File: src/hdl/assert_macros.svh
// assertion helpers, clocked on clk and held off while rst_n is low
`ifndef ASSERT_MACROS_SVH
`define ASSERT_MACROS_SVH

`ifndef NO_ASSERTIONS

// plain property checked at every rising clock edge
`define ASSERT_PROP(label, prop, msg) \
    label: assert property (@(posedge clk) disable iff (!rst_n) (prop)) else $error(msg);

// same-cycle implication
`define ASSERT_IMPL(label, ante, cons, msg) \
    label: assert property (@(posedge clk) disable iff (!rst_n) (ante) |-> (cons)) \
        else $error(msg);

// next-cycle implication
`define ASSERT_NEXT(label, ante, cons, msg) \
    label: assert property (@(posedge clk) disable iff (!rst_n) (ante) |=> (cons)) \
        else $error(msg);

`else

`define ASSERT_PROP(label, prop, msg)
`define ASSERT_IMPL(label, ante, cons, msg)
`define ASSERT_NEXT(label, ante, cons, msg)

`endif

`endif

File: src/hdl/tnr_pkg.sv
package tnr_pkg;

    localparam int TABLE_SLOTS = 4;
    localparam int ENTRY_W     = 2;
    localparam int CFG_IDX_W   = 3;
    localparam int CFG_DATA_W  = 8;
    localparam int MASK_W      = 2 * TABLE_SLOTS;
    localparam int MIDX_W      = 3;
    localparam int QDEPTH      = 2;
    localparam int QPTR_W      = 1;
    localparam int QCNT_W      = 2;

    // telnet command bytes
    localparam logic [7:0] B_IAC  = 8'd255;
    localparam logic [7:0] B_DONT = 8'd254;
    localparam logic [7:0] B_WILL = 8'd251;
    localparam logic [7:0] B_SB   = 8'd250;
    localparam logic [7:0] B_SE   = 8'd240;

    // input operations
    localparam logic OP_BYTE  = 1'b0;
    localparam logic OP_START = 1'b1;

    // config index: low bit picks the support register of an entry
    localparam logic REG_SEL_SUPPORT = 1'b1;

    // support bits
    localparam int SUP_LOCAL  = 0;
    localparam int SUP_REMOTE = 1;

    // per-option flag bits
    localparam int FLAG_LEN  = 0;
    localparam int FLAG_LNEG = 1;
    localparam int FLAG_REN  = 2;
    localparam int FLAG_RNEG = 3;

    typedef enum logic [2:0] {
        KIND_DATA    = 3'd0,
        KIND_SEND    = 3'd1,
        KIND_EVENT   = 3'd2,
        KIND_SUB     = 3'd3,
        KIND_SUB_END = 3'd4,
        KIND_CMD     = 3'd5
    } kind_t;

    typedef enum logic [1:0] {
        VERB_WILL = 2'd0,
        VERB_WONT = 2'd1,
        VERB_DO   = 2'd2,
        VERB_DONT = 2'd3
    } verb_t;

    typedef enum logic [2:0] {
        EV_LOCAL_EN   = 3'd0,
        EV_LOCAL_DIS  = 3'd1,
        EV_LOCAL_REJ  = 3'd2,
        EV_REMOTE_EN  = 3'd3,
        EV_REMOTE_DIS = 3'd4,
        EV_REMOTE_REJ = 3'd5
    } event_t;

    typedef enum logic [2:0] {
        PH_IDLE   = 3'd0,
        PH_IAC    = 3'd1,
        PH_VERB   = 3'd2,
        PH_SBOPT  = 3'd3,
        PH_SUB    = 3'd4,
        PH_SUBIAC = 3'd5
    } phase_t;

    typedef logic [TABLE_SLOTS-1:0][7:0] code_tbl_t;
    typedef logic [TABLE_SLOTS-1:0][1:0] sup_tbl_t;

    typedef struct packed {
        kind_t      kind;
        logic [7:0] byte_value;
        verb_t      verb;
        logic [7:0] option_code;
        event_t     event_code;
    } res_t;

    // one queued job: either up to two ready words or a start sweep mask
    typedef struct packed {
        logic              start;
        logic [MASK_W-1:0] mask;
        logic              two;
        res_t              r0;
        res_t              r1;
    } desc_t;

    function automatic res_t mk_res(kind_t k, logic [7:0] b, verb_t v,
                                    logic [7:0] opt, event_t ev);
        res_t r;
        r.kind        = k;
        r.byte_value  = b;
        r.verb        = v;
        r.option_code = opt;
        r.event_code  = ev;
        return r;
    endfunction

endpackage

File: src/hdl/tnr_queue.sv
module tnr_queue (
    input  logic           clk,
    input  logic           rst_n,
    input  logic           push,
    input  tnr_pkg::desc_t push_desc,
    input  logic           pop,
    output logic           full,
    output logic           valid,
    output tnr_pkg::desc_t head
);
    import tnr_pkg::*;

    desc_t             mem_reg [QDEPTH];
    logic [QPTR_W-1:0] wr_ptr_reg, wr_ptr_next;
    logic [QPTR_W-1:0] rd_ptr_reg, rd_ptr_next;
    logic [QCNT_W-1:0] count_reg, count_next;

    assign full  = (count_reg == QCNT_W'(QDEPTH));
    assign valid = (count_reg != '0);
    assign head  = mem_reg[rd_ptr_reg];

    always_comb
    begin
        wr_ptr_next = push ? wr_ptr_reg + 1'b1 : wr_ptr_reg;
        rd_ptr_next = pop ? rd_ptr_reg + 1'b1 : rd_ptr_reg;
        count_next  = count_reg;
        if (push && !pop)
        begin
            count_next = count_reg + 1'b1;
        end
        else if (pop && !push)
        begin
            count_next = count_reg - 1'b1;
        end
    end

    always_ff @(posedge clk or negedge rst_n)
    begin
        if (!rst_n)
        begin
            wr_ptr_reg <= '0;
            rd_ptr_reg <= '0;
            count_reg  <= '0;
        end
        else
        begin
            wr_ptr_reg <= wr_ptr_next;
            rd_ptr_reg <= rd_ptr_next;
            count_reg  <= count_next;
        end
    end

    always_ff @(posedge clk)
    begin
        if (push)
        begin
            mem_reg[wr_ptr_reg] <= push_desc;
        end
    end

endmodule

File: src/hdl/tnr_front.sv
module tnr_front #(
    parameter int NUM_OPTIONS = 4
) (
    input  logic               clk,
    input  logic               rst_n,
    input  logic               accept,
    input  logic               op,
    input  logic [7:0]         rx_byte,
    input  tnr_pkg::code_tbl_t codes,
    input  tnr_pkg::sup_tbl_t  sups,
    output logic               push,
    output tnr_pkg::desc_t     push_desc
);
    import tnr_pkg::*;

    phase_t       phase_reg, phase_next;
    verb_t        held_verb_reg, held_verb_next;
    logic [7:0]   sub_option_reg, sub_option_next;
    logic         sub_known_reg, sub_known_next;
    logic [3:0]   flags_reg [TABLE_SLOTS];
    logic [3:0]   flags_next [TABLE_SLOTS];

    desc_t              desc;
    logic [1:0]         nres;
    logic [ENTRY_W:0]   hit;
    logic [ENTRY_W-1:0] ent;
    logic [3:0]         f;
    logic [1:0]         sup;
    logic [7:0]         verb_diff;

    // lowest matching entry wins; {found, index}
    function automatic logic [ENTRY_W:0] lookup(code_tbl_t c, logic [7:0] b);
        logic [ENTRY_W:0] r;
        r = '0;
        for (int i = TABLE_SLOTS - 1; i >= 0; i--)
        begin
            if (i < NUM_OPTIONS && c[i] == b)
            begin
                r = {1'b1, ENTRY_W'(i)};
            end
        end
        return r;
    endfunction

    function automatic desc_t put(desc_t d, logic [1:0] n, res_t r);
        desc_t o;
        o = d;
        if (n == 2'd0)
        begin
            o.r0 = r;
        end
        else
        begin
            o.r1 = r;
        end
        return o;
    endfunction

    always_comb
    begin
        phase_next      = phase_reg;
        held_verb_next  = held_verb_reg;
        sub_option_next = sub_option_reg;
        sub_known_next  = sub_known_reg;
        flags_next      = flags_reg;
        desc            = '0;
        nres            = 2'd0;
        hit             = lookup(codes, rx_byte);
        ent             = hit[ENTRY_W-1:0];
        f               = flags_reg[ent];
        sup             = sups[ent];
        verb_diff       = rx_byte - B_WILL;

        if (accept)
        begin
            if (op == OP_START)
            begin
                desc.start = 1'b1;
                for (int i = 0; i < TABLE_SLOTS; i++)
                begin
                    if (i < NUM_OPTIONS)
                    begin
                        desc.mask[2*i]   = sups[i][SUP_LOCAL];
                        desc.mask[2*i+1] = sups[i][SUP_REMOTE];
                        if (sups[i][SUP_LOCAL])
                        begin
                            flags_next[i][FLAG_LNEG] = 1'b1;
                        end
                        if (sups[i][SUP_REMOTE])
                        begin
                            flags_next[i][FLAG_RNEG] = 1'b1;
                        end
                    end
                end
            end
            else
            begin
                unique case (phase_reg)
                    PH_IDLE:
                    begin
                        if (rx_byte == B_IAC)
                        begin
                            phase_next = PH_IAC;
                        end
                        else
                        begin
                            desc = put(desc, nres, mk_res(KIND_DATA, rx_byte, VERB_WILL,
                                                          8'h00, EV_LOCAL_EN));
                            nres = nres + 2'd1;
                        end
                    end
                    PH_IAC:
                    begin
                        if (rx_byte == B_IAC)
                        begin
                            desc = put(desc, nres, mk_res(KIND_DATA, B_IAC, VERB_WILL,
                                                          8'h00, EV_LOCAL_EN));
                            nres = nres + 2'd1;
                            phase_next = PH_IDLE;
                        end
                        else if (rx_byte >= B_WILL && rx_byte <= B_DONT)
                        begin
                            held_verb_next = verb_t'(verb_diff[1:0]);
                            phase_next     = PH_VERB;
                        end
                        else if (rx_byte == B_SB)
                        begin
                            phase_next = PH_SBOPT;
                        end
                        else
                        begin
                            desc = put(desc, nres, mk_res(KIND_CMD, rx_byte, VERB_WILL,
                                                          8'h00, EV_LOCAL_EN));
                            nres = nres + 2'd1;
                            phase_next = PH_IDLE;
                        end
                    end
                    PH_VERB:
                    begin
                        phase_next = PH_IDLE;
                        if (!hit[ENTRY_W])
                        begin
                            // unknown option: refuse requests, ignore refusals
                            if (held_verb_reg == VERB_WILL)
                            begin
                                desc = put(desc, nres, mk_res(KIND_SEND, 8'h00, VERB_DONT,
                                                              rx_byte, EV_LOCAL_EN));
                                nres = nres + 2'd1;
                            end
                            else if (held_verb_reg == VERB_DO)
                            begin
                                desc = put(desc, nres, mk_res(KIND_SEND, 8'h00, VERB_WONT,
                                                              rx_byte, EV_LOCAL_EN));
                                nres = nres + 2'd1;
                            end
                        end
                        else
                        begin
                            unique case (held_verb_reg)
                                VERB_WILL:
                                begin
                                    if (sup[SUP_REMOTE])
                                    begin
                                        if (!f[FLAG_REN])
                                        begin
                                            f[FLAG_REN] = 1'b1;
                                            if (!f[FLAG_RNEG])
                                            begin
                                                desc = put(desc, nres,
                                                    mk_res(KIND_SEND, 8'h00, VERB_DO,
                                                           rx_byte, EV_LOCAL_EN));
                                                nres = nres + 2'd1;
                                            end
                                            desc = put(desc, nres,
                                                mk_res(KIND_EVENT, 8'h00, VERB_WILL,
                                                       rx_byte, EV_REMOTE_EN));
                                            nres = nres + 2'd1;
                                        end
                                    end
                                    else
                                    begin
                                        desc = put(desc, nres,
                                            mk_res(KIND_SEND, 8'h00, VERB_DONT,
                                                   rx_byte, EV_LOCAL_EN));
                                        nres = nres + 2'd1;
                                    end
                                end
                                VERB_DO:
                                begin
                                    if (sup[SUP_LOCAL])
                                    begin
                                        if (!f[FLAG_LEN])
                                        begin
                                            f[FLAG_LEN] = 1'b1;
                                            if (!f[FLAG_LNEG])
                                            begin
                                                desc = put(desc, nres,
                                                    mk_res(KIND_SEND, 8'h00, VERB_WILL,
                                                           rx_byte, EV_LOCAL_EN));
                                                nres = nres + 2'd1;
                                            end
                                            desc = put(desc, nres,
                                                mk_res(KIND_EVENT, 8'h00, VERB_WILL,
                                                       rx_byte, EV_LOCAL_EN));
                                            nres = nres + 2'd1;
                                        end
                                    end
                                    else
                                    begin
                                        desc = put(desc, nres,
                                            mk_res(KIND_SEND, 8'h00, VERB_WONT,
                                                   rx_byte, EV_LOCAL_EN));
                                        nres = nres + 2'd1;
                                    end
                                end
                                VERB_WONT:
                                begin
                                    if (sup[SUP_REMOTE])
                                    begin
                                        if (f[FLAG_REN])
                                        begin
                                            f[FLAG_REN] = 1'b0;
                                            desc = put(desc, nres,
                                                mk_res(KIND_EVENT, 8'h00, VERB_WILL,
                                                       rx_byte, EV_REMOTE_DIS));
                                            nres = nres + 2'd1;
                                        end
                                        if (f[FLAG_RNEG])
                                        begin
                                            f[FLAG_RNEG] = 1'b0;
                                            desc = put(desc, nres,
                                                mk_res(KIND_EVENT, 8'h00, VERB_WILL,
                                                       rx_byte, EV_REMOTE_REJ));
                                            nres = nres + 2'd1;
                                        end
                                    end
                                end
                                VERB_DONT:
                                begin
                                    if (sup[SUP_LOCAL])
                                    begin
                                        if (f[FLAG_LEN])
                                        begin
                                            f[FLAG_LEN] = 1'b0;
                                            desc = put(desc, nres,
                                                mk_res(KIND_EVENT, 8'h00, VERB_WILL,
                                                       rx_byte, EV_LOCAL_DIS));
                                            nres = nres + 2'd1;
                                        end
                                        if (f[FLAG_LNEG])
                                        begin
                                            f[FLAG_LNEG] = 1'b0;
                                            desc = put(desc, nres,
                                                mk_res(KIND_EVENT, 8'h00, VERB_WILL,
                                                       rx_byte, EV_LOCAL_REJ));
                                            nres = nres + 2'd1;
                                        end
                                    end
                                end
                                default:
                                begin
                                end
                            endcase
                            flags_next[ent] = f;
                        end
                    end
                    PH_SBOPT:
                    begin
                        // byte after SB is the option, whatever its value
                        sub_option_next = rx_byte;
                        sub_known_next  = hit[ENTRY_W];
                        phase_next      = PH_SUB;
                    end
                    PH_SUB:
                    begin
                        if (rx_byte == B_IAC)
                        begin
                            phase_next = PH_SUBIAC;
                        end
                        else if (sub_known_reg)
                        begin
                            desc = put(desc, nres, mk_res(KIND_SUB, rx_byte, VERB_WILL,
                                                          sub_option_reg, EV_LOCAL_EN));
                            nres = nres + 2'd1;
                        end
                    end
                    PH_SUBIAC:
                    begin
                        if (rx_byte == B_SE)
                        begin
                            if (sub_known_reg)
                            begin
                                desc = put(desc, nres, mk_res(KIND_SUB_END, 8'h00, VERB_WILL,
                                                              sub_option_reg, EV_LOCAL_EN));
                                nres = nres + 2'd1;
                            end
                            phase_next = PH_IDLE;
                        end
                        else
                        begin
                            // escaped 255, plus the stray byte when it is not IAC
                            if (sub_known_reg)
                            begin
                                desc = put(desc, nres, mk_res(KIND_SUB, B_IAC, VERB_WILL,
                                                              sub_option_reg, EV_LOCAL_EN));
                                nres = nres + 2'd1;
                                if (rx_byte != B_IAC)
                                begin
                                    desc = put(desc, nres, mk_res(KIND_SUB, rx_byte,
                                                                  VERB_WILL, sub_option_reg,
                                                                  EV_LOCAL_EN));
                                    nres = nres + 2'd1;
                                end
                            end
                            phase_next = PH_SUB;
                        end
                    end
                    default:
                    begin
                        phase_next = PH_IDLE;
                    end
                endcase
            end
        end

        desc.two  = (nres == 2'd2);
        push      = accept && (desc.start ? (desc.mask != '0) : (nres != 2'd0));
        push_desc = desc;
    end

    always_ff @(posedge clk or negedge rst_n)
    begin
        if (!rst_n)
        begin
            phase_reg      <= PH_IDLE;
            held_verb_reg  <= VERB_WILL;
            sub_option_reg <= '0;
            sub_known_reg  <= 1'b0;
            flags_reg      <= '{default: '0};
        end
        else
        begin
            phase_reg      <= phase_next;
            held_verb_reg  <= held_verb_next;
            sub_option_reg <= sub_option_next;
            sub_known_reg  <= sub_known_next;
            flags_reg      <= flags_next;
        end
    end

endmodule

File: src/hdl/tnr_back.sv
module tnr_back (
    input  logic               clk,
    input  logic               rst_n,
    input  logic               q_valid,
    input  tnr_pkg::desc_t     q_head,
    input  tnr_pkg::code_tbl_t codes,
    input  logic               out_stall,
    output logic               pop,
    output logic               cur_valid,
    output logic               out_valid,
    output tnr_pkg::res_t      out_res,
    output logic               out_last
);
    import tnr_pkg::*;

    logic  cur_valid_reg, cur_valid_next;
    desc_t cur_reg, cur_next;
    logic  out_valid_reg, out_valid_next;
    res_t  out_res_reg, out_res_next;
    logic  out_last_reg, out_last_next;

    logic [MIDX_W-1:0] sel_idx;
    logic [MASK_W-1:0] sel_bit;
    res_t              gen_res;
    logic              gen_last;
    logic              load_out;
    logic              fire;
    logic              done;

    assign cur_valid = cur_valid_reg;
    assign out_valid = out_valid_reg;
    assign out_res   = out_res_reg;
    assign out_last  = out_last_reg;

    always_comb
    begin
        // lowest pending bit of a start sweep
        sel_idx = '0;
        for (int i = MASK_W - 1; i >= 0; i--)
        begin
            if (cur_reg.mask[i])
            begin
                sel_idx = MIDX_W'(i);
            end
        end
        sel_bit = MASK_W'(1) << sel_idx;

        if (cur_reg.start)
        begin
            gen_res  = mk_res(KIND_SEND, 8'h00, sel_idx[0] ? VERB_DO : VERB_WILL,
                              codes[sel_idx[MIDX_W-1:1]], EV_LOCAL_EN);
            gen_last = ((cur_reg.mask & ~sel_bit) == '0);
        end
        else
        begin
            gen_res  = cur_reg.r0;
            gen_last = !cur_reg.two;
        end

        load_out = !out_valid_reg || !out_stall;
        fire     = load_out && cur_valid_reg;
        done     = fire && gen_last;
        pop      = q_valid && (!cur_valid_reg || done);

        cur_next       = cur_reg;
        cur_valid_next = cur_valid_reg;
        if (pop)
        begin
            cur_next       = q_head;
            cur_valid_next = 1'b1;
        end
        else if (done)
        begin
            cur_valid_next = 1'b0;
        end
        else if (fire)
        begin
            cur_next.mask = cur_reg.mask & ~sel_bit;
            cur_next.r0   = cur_reg.r1;
            cur_next.two  = 1'b0;
        end

        out_valid_next = out_valid_reg;
        out_res_next   = out_res_reg;
        out_last_next  = out_last_reg;
        if (load_out)
        begin
            out_valid_next = cur_valid_reg;
            out_res_next   = gen_res;
            out_last_next  = gen_last;
        end
    end

    always_ff @(posedge clk or negedge rst_n)
    begin
        if (!rst_n)
        begin
            cur_valid_reg <= 1'b0;
            out_valid_reg <= 1'b0;
        end
        else
        begin
            cur_valid_reg <= cur_valid_next;
            out_valid_reg <= out_valid_next;
        end
    end

    always_ff @(posedge clk)
    begin
        cur_reg      <= cur_next;
        out_res_reg  <= out_res_next;
        out_last_reg <= out_last_next;
    end

endmodule

File: src/hdl/telnet_receive_negotiator.sv
// Telnet receive parser and option negotiator. Received bytes (op 0) and start
// requests (op 1) come in on the in_valid/in_stall channel; result words leave on
// out_valid/out_stall with kind, byte_value, verb, option_code, event_code and a
// last flag on the final word of each input word. The front end parses IAC
// sequences, looks options up in the four-entry table and updates the option
// flags in the cycle a word is accepted; it accepts one word per cycle while its
// two-deep job queue has room. The back end drains one job at a time and sends
// one result word per cycle while out_stall is low, through a registered output;
// a received byte produces up to two result words (or none) and a start request
// one per supported side, up to eight. A result passes through the job queue,
// the back end's current-job register and the output register. The option table
// is written through cfg_write/cfg_index/cfg_data and must only change while the
// block is idle.
`include "assert_macros.svh"

module telnet_receive_negotiator #(
    parameter int NUM_OPTIONS = 4
) (
    input  logic                           clk,
    input  logic                           rst_n,
    // input words
    input  logic                           in_valid,
    output logic                           in_stall,
    input  logic                           op,
    input  logic [7:0]                     rx_byte,
    // result words
    output logic                           out_valid,
    input  logic                           out_stall,
    output logic [2:0]                     kind,
    output logic [7:0]                     byte_value,
    output logic [1:0]                     verb,
    output logic [7:0]                     option_code,
    output logic [2:0]                     event_code,
    output logic                           last,
    // option table writes
    input  logic                           cfg_write,
    input  logic [tnr_pkg::CFG_IDX_W-1:0]  cfg_index,
    input  logic [tnr_pkg::CFG_DATA_W-1:0] cfg_data
);
    import tnr_pkg::*;

    // option table registers
    code_tbl_t code_reg, code_next;
    sup_tbl_t  sup_reg, sup_next;

    logic               in_accept;
    logic               push;
    desc_t              push_desc;
    logic               q_full;
    logic               q_valid;
    desc_t              q_head;
    logic               pop;
    logic               cur_valid;
    res_t               out_res;
    logic [ENTRY_W-1:0] cfg_entry;

    // back-pressure only from the job queue
    assign in_stall  = q_full;
    assign in_accept = in_valid && !in_stall;

    // low index bit picks code or support, the rest the table entry
    assign cfg_entry = cfg_index[CFG_IDX_W-1:1];

    always_comb
    begin
        code_next = code_reg;
        sup_next  = sup_reg;
        if (cfg_write)
        begin
            if (cfg_index[0] == REG_SEL_SUPPORT)
            begin
                sup_next[cfg_entry] = cfg_data[1:0];
            end
            else
            begin
                code_next[cfg_entry] = cfg_data;
            end
        end
    end

    always_ff @(posedge clk or negedge rst_n)
    begin
        if (!rst_n)
        begin
            code_reg <= '0;
            sup_reg  <= '0;
        end
        else
        begin
            code_reg <= code_next;
            sup_reg  <= sup_next;
        end
    end

    // parse, look up and update option flags
    tnr_front #(
        .NUM_OPTIONS (NUM_OPTIONS)
    ) u_front (
        .clk       (clk),
        .rst_n     (rst_n),
        .accept    (in_accept),
        .op        (op),
        .rx_byte   (rx_byte),
        .codes     (code_reg),
        .sups      (sup_reg),
        .push      (push),
        .push_desc (push_desc)
    );

    // short job queue between the two halves
    tnr_queue u_queue (
        .clk       (clk),
        .rst_n     (rst_n),
        .push      (push),
        .push_desc (push_desc),
        .pop       (pop),
        .full      (q_full),
        .valid     (q_valid),
        .head      (q_head)
    );

    // expand jobs into result words
    tnr_back u_back (
        .clk       (clk),
        .rst_n     (rst_n),
        .q_valid   (q_valid),
        .q_head    (q_head),
        .codes     (code_reg),
        .out_stall (out_stall),
        .pop       (pop),
        .cur_valid (cur_valid),
        .out_valid (out_valid),
        .out_res   (out_res),
        .out_last  (last)
    );

    assign kind        = out_res.kind;
    assign byte_value  = out_res.byte_value;
    assign verb        = out_res.verb;
    assign option_code = out_res.option_code;
    assign event_code  = out_res.event_code;

    // a queued job means the back end holds a job in the next cycle
    `ASSERT_NEXT(a_job_taken, q_valid, cur_valid, "queued job not picked up")
    // output only turns valid from a job that was in progress
    `ASSERT_IMPL(a_out_from_job, $rose(out_valid), $past(cur_valid), "result without a job")
    // words of one input word go out back to back
    `ASSERT_NEXT(a_no_gap, out_valid && !out_stall && !last, out_valid,
                 "gap inside a burst")
    // a full queue always has a job to offer
    `ASSERT_PROP(a_full_valid, !q_full || q_valid, "queue full but empty")

endmodule

File: config.mk
export PLATFORM = sky130hd
export DESIGN_NAME = telnet_receive_negotiator
export DESIGN_NICKNAME = d
export VERILOG_FILES = /design/src/hdl/tnr_pkg.sv /design/src/hdl/tnr_queue.sv /design/src/hdl/tnr_front.sv /design/src/hdl/tnr_back.sv /design/src/hdl/telnet_receive_negotiator.sv
export VERILOG_INCLUDE_DIRS = /design/src /design/src/hdl
export SDC_FILE = /design/constraint.sdc
export NUM_CORES = 1
export LEC_CHECK = 0
export BUFFER_PORTS_ARGS = -buffer_cell sky130_fd_sc_hd__buf_2
export CAP_MARGIN = 20
export CORE_ASPECT_RATIO = 0.8
export CORE_MARGIN = 3
export CORE_UTILIZATION = 62
export CTS_CLUSTER_SIZE = 28
export DETAILED_ROUTE_END_ITERATION = 7
export PLACE_DENSITY_LB_ADDON = 0.15
export SYNTH_ARGS = -nofsm -noshare
export SYNTH_HDL_FRONTEND = slang
export SYNTH_SLANG_ARGS = --single-unit
export TNS_END_PERCENT = 10
File: constraint.sdc
create_clock -name clk -period 6.34 [get_ports clk]
set_input_delay 0.951 -clock clk [delete_from_list [all_inputs] [get_ports clk]]
set_output_delay 0.951 -clock clk [all_outputs]
set_load 0.005 [all_outputs]
# ---- Yosys cells after proc, flatten, opt, wreduce, memory -nomap -nowiden
# Memories as Yosys holds them, arrays and structs flattened.
# Cells that the tools add are included.
# W data, S select, Z words.
dict set report op_classes {
  eq_ne 29
  mux 182
  bitwise_logic 6
  shift 1
  magnitude_cmp 8
  n_addsub 9
  reduce_logical 49
}
# op n
set op_table {}
lappend op_table {{$mux W58} 12}
lappend op_table {{$pmux W58 S5} 1}
lappend op_table {{$pmux W58 S4} 1}
lappend op_table {{$mux W48} 4}
lappend op_table {{$mux W47} 4}
lappend op_table {{$mux W46} 4}
lappend op_table {{$mux W23} 5}
lappend op_table {{$mux W2} 52}
lappend op_table {{$mux W33} 3}
lappend op_table {{$mux W24} 4}
lappend op_table {{$mux W3} 17}
lappend op_table {{$mux W1} 50}
lappend op_table {{$mux W49} 1}
lappend op_table {{$mux W45} 1}
lappend op_table {{$reduce_and A4 Y1} 10}
lappend op_table {{$bwmux W32} 1}
lappend op_table {{$eq A8 B8 Y1} 4}
lappend op_table {{$mux W16} 2}
lappend op_table {{$eq A8 B8 Y1 const B} 3}
lappend op_table {{$ne A2 B1 Y1 const B} 10}
lappend op_table {{$bmux W8 S2} 1}
lappend op_table {{$bwmux W16} 1}
lappend op_table {{$demux W8 S2} 1}
lappend op_table {{$mux W8} 2}
lappend op_table {{other kinds (45)} 90}
dict set report word_totals {
  mem_bits_rw 116
  inputBits 25
  wordCells 333
  memories 1
  output_inout_bits 27
  ff_bits 159
}
# name words width rd rd_ports_with_merged_regs wr line
set memory_table {}
lappend memory_table {u_queue.mem_reg 2 58 1 0 1 tnr_queue.sv:13} ;# desc_t mem_reg [QDEPTH];

# ---- Depth between registers and ports, before layout
# Gate-level depths: netlist of run 1.
dict set report logic_depth {
  word_depth 33
  mapped_depth 17
  ltp_nobuf 14
}

# ---- Hierarchy
# A second synthesis of run 1 with hierarchy kept.
dict set report hier_totals {
  cells_unflattened 900
  hier_area_um2 12859.8
}
# mod seq_area_each_um2 cells_each area_each_um2 instances
set modules_own_cells {}
lappend modules_own_cells {tnr_queue 3583.4 197 4420.5 1}
lappend modules_own_cells {tnr_back 2542.4 235 3693.5 1}
lappend modules_own_cells {tnr_front 750.7 374 3169.3 1}
lappend modules_own_cells {telnet_receive_negotiator 1001.0 94 1576.5 1}

# ---- Worst setup path after synthesis of run 1
# OpenSTA, ideal clock, no wires.
dict set report synth_path {
  path_kind {input -> register}
  startpoint {input port rx_byte[6]}
  endpoint {memory u_queue.mem_reg[0][0] (netlist bit), enable pin}
  setup_slack_ns 0.039
  n_path_buf 2
  cell_stages 13
  arrival_time_ns 5.826
  t_required_ns 5.865
  path_cell_list {buf_6 xor2_2 nor4_2 and2_1 buf_6 nor4_4 a222oi_1 ha_1 and3_1 a211o_1 a211oi_1 o211ai_2 nor2b_1}
}
dict set report synth_between {
  elab_chain_len 30
  word_cells_on_any_way 90
  cone_classes {4 x add/sub; 2 x order compare; 8 x eq/ne; 71 x mux; 1 x bitwise; 4 x reduce/logical}
}
# element line
set synth_lines {}
lappend synth_lines {{start, declared} telnet_receive_negotiator.sv:25} ;# input logic [7:0] rx_byte,
lappend synth_lines {{$eq A8 B8 Y1} tnr_front.sv:37} ;# if (i < NUM_OPTIONS && c[i] == b)
lappend synth_lines {{$mux W3 (4 in series)} tnr_front.sv:37}
lappend synth_lines {{$not A2 Y3 (not written as such)} tnr_front.sv:70} ;# f = flags_reg[ent];
lappend synth_lines {{$bmux W4 S2} tnr_front.sv:70}
lappend synth_lines {{$mux W4 (not written as such) (2 in series)} tnr_front.sv:70}
lappend synth_lines {{$mux W1 (on tied branches)} {tnr_front.sv:195, tnr_front.sv:167}}
lappend synth_lines {{$mux W2 (on tied branches)} {tnr_front.sv:192, tnr_front.sv:164}}
lappend synth_lines {{$mux W2 (on tied branches)} {tnr_front.sv:190, tnr_front.sv:162}}
lappend synth_lines {{(+10 left out)} --}
lappend synth_lines {{$pmux W2 S5} tnr_front.sv:98} ;# unique case (phase_reg)
lappend synth_lines {{$mux W2} tnr_front.sv:76} ;# if (op == OP_START)
lappend synth_lines {{$mux W2} tnr_front.sv:74} ;# if (accept)
lappend synth_lines {{$reduce_bool A2 Y1} tnr_front.sv:327} ;# push = accept && (desc.start ? (desc.mask != '0) : (nres != 2'd0));
lappend synth_lines {{$mux W1 (*)} tnr_front.sv:327}
lappend synth_lines {{$logic_and A1 B1 Y1 (*)} tnr_front.sv:327}
lappend synth_lines {{$mux W1 (*)} tnr_queue.sv:55} ;# if (push)
lappend synth_lines {{$mux W1 (not written as such) (*)} tnr_queue.sv:57} ;# mem_reg[wr_ptr_reg] <= push_desc;
lappend synth_lines {{end, declared} tnr_queue.sv:13}
# Mark *: on every way between the ends. The rest lies on a longest branch, timed or not. The select of a mux whose other input is x is not followed.

# ---- Final worst setup path of run 1
dict set report layout_path {
  startpoint {input port rx_byte[6]}
  endpoint {memory u_queue.mem_reg[1][43] (netlist bit), enable pin}
}
# The elaborated chain is that of the path after synthesis.

==> results of run 1 <==
==> worst paths after layout <==
check                                  from  slack (ns)  cells after the start                     end
max                              rx_byte[6]        1.80                     14  u_queue.mem_reg[1][43]
min                                   rst_n        0.24                      1        u_back.cur_valid
max reg2reg                     code_reg[6]        1.98                     13  u_queue.mem_reg[1][43]
min reg2reg                u_back.cur_valid        0.52                      1        u_back.out_valid
max in group asynchronous             rst_n        4.92                      2             code_reg[1]
min in group clk           u_back.cur_valid        0.52                      1        u_back.out_valid
==> layout make-up <==
type                            count  share of cell area
Clock buffer                       29             0.04916
Clock inverter                     19             0.01594
Inverter                           21            0.005672
Multi-Input combinational cell    547              0.3293
Sequential cell                   266              0.5475
Tap cell                          258             0.02323
Timing Repair Buffer               68             0.02917
==> synthesized netlist by cell type (all sizes together) (3+ instances only) <==
cell type,instances,area share
a211oi,7,0.0052
o32a,4,0.0032
clkbuf,26,0.0078
xor2,19,0.015
mux4,8,0.014
o211ai,4,0.0028
a21oi,32,0.013
nor2,54,0.018
dfrtp,76,0.15
mux2i,16,0.013
o21ai,21,0.0093
xnor2,18,0.013
nand3b,3,0.0018
and4,3,0.0021
inv,21,0.0063
or2,4,0.0020
nand4,9,0.0060
a22o,17,0.012
and3,6,0.0030
nand4b,3,0.0021
nand2b,5,0.0025
nor2b,19,0.0095
o22a,4,0.0028
mux2,132,0.12
a31oi,9,0.0045
and2,18,0.0091
buf,15,0.012
nand2,33,0.0099
a41oi,3,0.0021
nand3,3,0.0012
nor4,10,0.0087
nor3b,5,0.0030
nor3,16,0.0072
ha,9,0.0090
o31ai,8,0.0052
edfxtp,190,0.46
==> metrics by stage <==
| step | power, W | util | area, µm² | setup slack, ns |
|---|---|---|---|---|
| CTS | 0.005782 | 0.7161 | 13870 | 1.814 |
| finish | 0.005775 | 0.7175 | 13900 | 1.798 |
| global placement | 0.004079 | 0.6694 | 12960 | 1.372 |
| detailed placement | 0.004148 | 0.6694 | 12960 | 1.281 |
| global route | 0.006026 | 0.7175 | 13900 | 1.485 |
| floorplan | 0.003653 | - | 12480 | 0.03920 |
==> power by group through the flow <==
| stage | Combinational [W] | Clock, W | Sequential [W] |
|---|---|---|---|
| 3_5_place_dp | 0.00144 | 0 | 0.00271 |
| 2_1_floorplan | 0.00103 | 0 | 0.00263 |
| 3_3_place_gp | 0.00139 | 0 | 0.00268 |
| 4_1_cts | 0.00146 | 0.00164 | 0.00268 |
| 5_1_grt | 0.00159 | 0.00172 | 0.00272 |
| 6_report | 0.00147 | 0.00162 | 0.00268 |
==> per-layer routing <==
| metal | track usage | up-vias |
|---|---|---|
| met5 | 0 | - |
| met4 | 0.07033 | 0 |
| met3 | 0.06479 | 40 |
| met2 | 0.4228 | 311 |
| met1 | 0.3884 | 3893 |
| li1 | - | 3459 |
==> logic make-up (layout without fill, tap and decap cells) <==
logic type      after synthesis  after routing  synth area share
compound gates              143            143           0.08693
xor+xnor                     37             37           0.02777
fa+ha+maj                    10             10          0.009826
buf+inv                      62            137           0.02647
flops                       266            266            0.6096
mux                         156            156            0.1464
simple gates                201            201           0.09304
==> critical path, cell delays in order <==
cell	delay, ns
buf_2	0.19
xor2_2	0.18
nor4_2	0.42
and2_1	0.50
nor4_4	0.14
a222oi_1	0.32
buf_4	0.22
ha_1	0.23
and3_1	0.18
a211o_1	0.26
a211oi_1	0.35
o211ai_2	0.17
and2_2	0.24
buf_4	0.35
==> cells in the final DEF (no fill, tap or decap), types with 4 or more instances in the layout <==
cell type,netlist,layout
nand2b_1,5,5
o31ai_1,7,7
and3_1,6,6
a31oi_1,9,9
buf_2,0,50
nor4_2,5,6
nand2_1,33,33
nor3b_1,5,5
clkinv_2,0,4
dfrtp_1,76,75
xor2_1,17,17
nor2_1,52,52
o22a_1,4,4
mux2_2,132,132
o21ai_0,18,18
ha_1,9,9
nor3_1,14,14
o32a_1,4,4
bufinv_16,0,5
nand4_1,6,6
edfxtp_1,190,190
a22o_1,15,15
clkbuf_16,0,27
inv_1,21,21
mux2i_1,16,16
buf_4,0,17
xnor2_1,17,17
mux4_2,8,8
clkinv_1,0,6
a211oi_1,6,6
a21oi_1,31,30
nor2b_1,19,18
and2_1,17,16
==> results by group, run 1 <==
Critical path
  • CP required: approximately 6.5 ns
  • Worst path arrival time: approximately 4.7 ns
  • WS Path Type: in2reg
  • Maximum fanout along the worst path: between 50 and 60
  • Type of origin of the critical path: primary input
  • Type of destination of the critical path: register

Finish
  • Fill cell instance count of the final layout: about 1,300
  • Ratio of cells with drive above 1 in the final layout: 0.3053
  • # diodes: 0
  • Flip-flop count of the largest register after layout: between 100 and 150
  • Number of nets in the layout: roughly 960
  • Multi-input logic area: 4577 µm²
  • Total area of sequential cells: approximately 7600 µm²
  • Layout overhead on the synthesized area: 11.36%
  • Post-route non-filler standard cell count: between 1,000 and 1,500

STA
  • Worst clock skew: 0.02503 ns
  • Number of failing hold endpoints at the final stage: 0
  • Period utilisation layout: 0.7164
  • Hold Worst Slack: around 0.24 ns
  • Post-layout minimum cycle time: approximately 4.5 ns
  • Transition time of the tightest slew-check pin: between 1 and 1.5 ns
  • Final Max Slew Viols: 0
  • Final Setup Violations: 0
  • Worst slew margin relative to its limit: 0.3290
  • Max Fclk: roughly 220 MHz
  • Accumulated negative setup slack: 0 ns
  • RSZ-0062 raised after global routing: no

Pwr
  • Clock power share: 0.280
  • IR Drop Worst-Case VDD: between 0.0003 and 0.0004 V
  • Combinational share of power: 0.255
  • Switching share of power: 0.2920
  • PD cells: about 420 nW/µm²
  • Sw Pwr: around 0.0017 W
  • Static power due to leakage: 5.277 nW
  • Relative contribution of sequential cells to total power: 0.465
  • Int Pwr: roughly 0.0041 W

Floorplan
  • Top-level I/O count: between 50 and 60
  • Area of the die: roughly 22,000 µm²
  • Die height: approximately 130 µm
  • Initial standard-cell utilization of the core: 0.6443
  • Total core area: between 15,000 and 20,000 µm²
  • Die width: about 160 µm
  • Number of placement rows: between 40 and 50

Synthesis
  • Post-synthesis cell type count: a little over 90
  • Async set or reset register ratio after synthesis: 0.2857
  • Count of state elements after synthesis: between 200 and 300
  • Most instantiated flip-flop cell in the synthesis netlist: edfxtp_1
  • Number of enable flip-flop cells after synthesis: 190
  • Number of nets in the synthesized netlist: 909
  • Warning count from the yosys run: 0
  • Post-synthesis cell count: just under 900
  • Proportion of synthesized chip area in sequential cells: 0.6096
  • Post-Syn Area: between 10,000 and 15,000 µm²
  • Post-synthesis area per instance: about 14 µm²

CTS
  • CTS root buf: clkbuf_16
  • Clock tree from TritonCTS: yes
  • Hold-fix buffers at CTS: 0
  • Number of gates resized after cts: 0
  • Maximum level of the CTS H-tree: 1
  • TritonCTS buffer count: 26
  • Clk Latency, worst-skew pair: approximately 0.53 ns
  • Register clock-pin slew on the reported worst setup and hold paths: roughly 0.06 ns
  • Number of buffers inserted to repair setup after CTS: 0
  • Number of sinks on the clock net: approximately 270
  • Longest Clk Path Bufs: 3

Global routing
  • Global-route wire length before repair: 45,330 µm
  • Number of antenna violations at the first check in global routing: 0
  • Via count of the first global-routing pass: 7,785
  • Largest net degree at the start of global routing: 73
  • Global route total overflow: 0
  • Global-route total usage across every layer: 0.2713

Routing
  • Max Used Layer: met4
  • Number of remaining DRC errors: 0
  • Post-DRT Antenna Nets: 0
  • Met2 layer wire length in the routed design: 13,750 µm
  • Drt first pass iters: 7
  • Iter 0 DRT Violations: approximately 580
  • Met3 wire length: 2293 µm
  • Final routed wire length divided by cell count: 24.38 µm
  • Total number of vias: roughly 7,700
  • Post-route met1 wirelength: around 13,000 µm
  • Per-cell via count in the routed design: around 6.4
  • Total Wirelength: roughly 29,000 µm

Outcome
  • Run status: completed

Placement
  • Sum of net half-perimeters after detailed placement: 19,840 µm
  • Number of port buffers: slightly above 50
  • Count of placed standard cells including taps: ~1,200
  • Final weighted congestion in routability-driven placement: approximately 0.92

Flow run
  • Number of violations of the max-capacitance limit: 0

Worst hold path
  • Worst hold path type: in2async
No activity file was read; power rests on OpenSTA's default activity.
==> inputs of run 2 (changes only) <==
==> constraint.sdc (replaced) <==
create_clock -name clk -period 4.25 [get_ports clk]
set_input_delay 0.6375 -clock clk [delete_from_list [all_inputs] [get_ports clk]]
set_output_delay 0.6375 -clock clk [all_outputs]
set_load 0.005 [all_outputs]
==> results by group, run 2 (same netlist as run 1, synthesis figures left out) <==
Outcome
  • Run status: completed

Routing
  • Max Used Layer: met4
  • Per-cell via count in the routed design: 6.343
  • Number of remaining DRC errors: 0
  • Total number of vias: between 7,000 and 8,000
  • Drt first pass iters: 5
  • Total Wirelength: between 20,000 and 30,000 µm
  • Met3 wire length: 1961 µm
  • Post-DRT Antenna Nets: 0
  • Post-route met1 wirelength: around 13,000 µm
  • Iter 0 DRT Violations: slightly above 800
  • Met2 layer wire length in the routed design: ~13,000 µm
  • Final routed wire length divided by cell count: 23.15 µm

Finish
  • Total area of sequential cells: 7609 µm²
  • # diodes: 0
  • Layout overhead on the synthesized area: 12.61%
  • Cell area after layout: approximately 14,000 µm²
  • Most common library cell in the layout ignoring fill and taps: edfxtp_1
  • Flip-flop count of the largest register after layout: 110
  • Most frequent cells in the layout: edfxtp_1 (190), mux2_2 (132), dfrtp_1 (75), nor2_1 (52), buf_2 (50)
  • Multi-input logic area: 4578 µm²
  • Ratio of cells with drive above 1 in the final layout: 0.3228
  • Number of nets in the layout: ~1,000
  • Fill cell instance count of the final layout: about 1,200

Floorplan
  • Area of the die: ~22,000 µm²
  • Die height: 132.9 µm
  • Initial standard-cell utilization of the core: 0.6443
  • Die width: 164.6 µm
  • Total core area: slightly below 20,000 µm²
  • Number of placement rows: 45
  • Top-level I/O count: 52

Placement
  • Sum of net half-perimeters after detailed placement: ~20,000 µm
  • Total cell area at the placement stage: approximately 13,000 µm²
  • Final weighted congestion in routability-driven placement: ~0.88
  • Number of port buffers: 51

Global routing
  • Via count of the first global-routing pass: slightly below 8,000
  • Largest net degree at the start of global routing: 50
  • Global-route wire length before repair: 45,480 µm
  • Global route total overflow: 0
  • Number of antenna violations at the first check in global routing: 0
  • Global-route total usage across every layer: 0.2682

STA
  • Final Max Slew Viols: 0
  • Worst clock skew: ~0.020 ns
  • Period utilisation layout: 0.8896
  • Number of failing hold endpoints at the final stage: 0
  • Final Setup Violations: 0
  • Worst slew margin relative to its limit: 0.2484
  • Max Fclk: ~260 MHz
  • Transition time of the tightest slew-check pin: roughly 1.1 ns
  • RSZ-0062 raised after global routing: no
  • Post-layout minimum cycle time: roughly 3.8 ns

Critical path
  • Standard cell with the maximum stage delay on the critical path: nor4_2
  • Type of origin of the critical path: register
  • Maximum fanout along the worst path: 47
  • Chain of cells forming the critical path: xor2_1 -> nor4_2 -> and2_1 -> buf_4 -> a221oi_1 -> o22a_1 -> ha_1 -> and3_1 -> a211o_1 -> a211oi_2 -> o211ai_2 -> and2_2 -> buf_12
  • CP required: 4.50 ns
  • WS Path Type: reg2reg
  • Worst path arrival time: 4.03 ns
  • Type of destination of the critical path: register
  • Largest stage delay on the critical path: about 0.45 ns

Flow run
  • Number of violations of the max-capacitance limit: 0

CTS
  • Clk Latency, worst-skew pair: approximately 0.53 ns
  • Number of gates resized after cts: 0
  • Number of buffers inserted to repair setup after CTS: 0
  • Number of sinks on the clock net: ~270
  • Longest Clk Path Bufs: 3
  • Maximum level of the CTS H-tree: 1
  • Clock tree from TritonCTS: yes
  • Hold-fix buffers at CTS: 0
  • TritonCTS buffer count: 26
  • CTS root buf: clkbuf_16
  • Register clock-pin slew on the reported worst setup and hold paths: approximately 0.060 ns

Pwr
  • PD cells: about 600 nW/µm²
  • Static power due to leakage: between 5 and 6 nW
  • Total Power Consumption: between 0.008 and 0.009 W
  • IR Drop Worst-Case VDD: 0.0005186 V

Worst hold path
  • Worst hold path type: in2async
## run 2: per-stage QoR
stage | TNS (ns) | utilization | setup WS, ns | hold slack, ns | std cells
6_report | 0 | 0.7256 | 0.4691 | 0.1644 | 1237
3_5_place_dp | 0 | 0.6830 | 0.1179 | 0.4920 | 1189
5_1_grt | 0 | 0.7256 | 0.2175 | 0.2041 | 1237
2_1_floorplan | -3.923 | - | -0.07133 | 0.3419 | 875
3_3_place_gp | 0 | 0.6830 | 0.2248 | 0.4780 | 1189
4_1_cts | 0 | 0.7256 | 0.4958 | 0.1823 | 1237
## run 2: layout make-up
cell class,count,area share
Clock buffer,40,0.05369
Clock inverter,8,0.004986
Inverter,21,0.005609
Multi-Input combinational cell,547,0.3258
Sequential cell,266,0.5414
Tap cell,258,0.02297
Timing Repair Buffer,97,0.04558
## run 2: report_power, final
part / switching (W) / internal [W] / total [W]
Sequential: 0.000420 / 0.00364 / 0.00406
Combinational: 0.00112 / 0.00103 / 0.00215
Clock: 0.000922 / 0.00128 / 0.00221
## run 2: layer usage
metal / vias up / global-route usage
met2: 328 / 0.4209
met5: - / 0
li1: 3519 / -
met3: 76 / 0.04163
met4: 0 / 0.06800
met1: 3923 / 0.3973
## run 2: worst paths after layout
| path | start | end | slack [ns] | depth (start not counted) |
|---|---|---|---|---|
| max in group asynchronous | rst_n | code_reg[30] | 3.23 | 2 |
| min reg2reg | u_front.flags_reg[0] | u_front.flags_reg[0] | 0.51 | 1 |
| min | rst_n | u_back.out_valid | 0.16 | 1 |
| max reg2reg | code_reg[2] | u_queue.mem_reg[1][6] | 0.47 | 13 |
| min in group clk | cfg_data[6] | code_reg[14] | 0.38 | 2 |
| max | code_reg[2] | u_queue.mem_reg[1][6] | 0.47 | 13 |
## run 2: worst max-delay path: cells and delay by family (launching register included)
| kind | cells | cell delay, ns |
|---|---|---|
| flops | 1 | 0.42 |
| compound gates | 5 | 0.98 |
| simple gates | 4 | 1.20 |
| fa+ha+maj | 1 | 0.32 |
| xor+xnor | 1 | 0.19 |
| buf+inv | 2 | 0.37 |
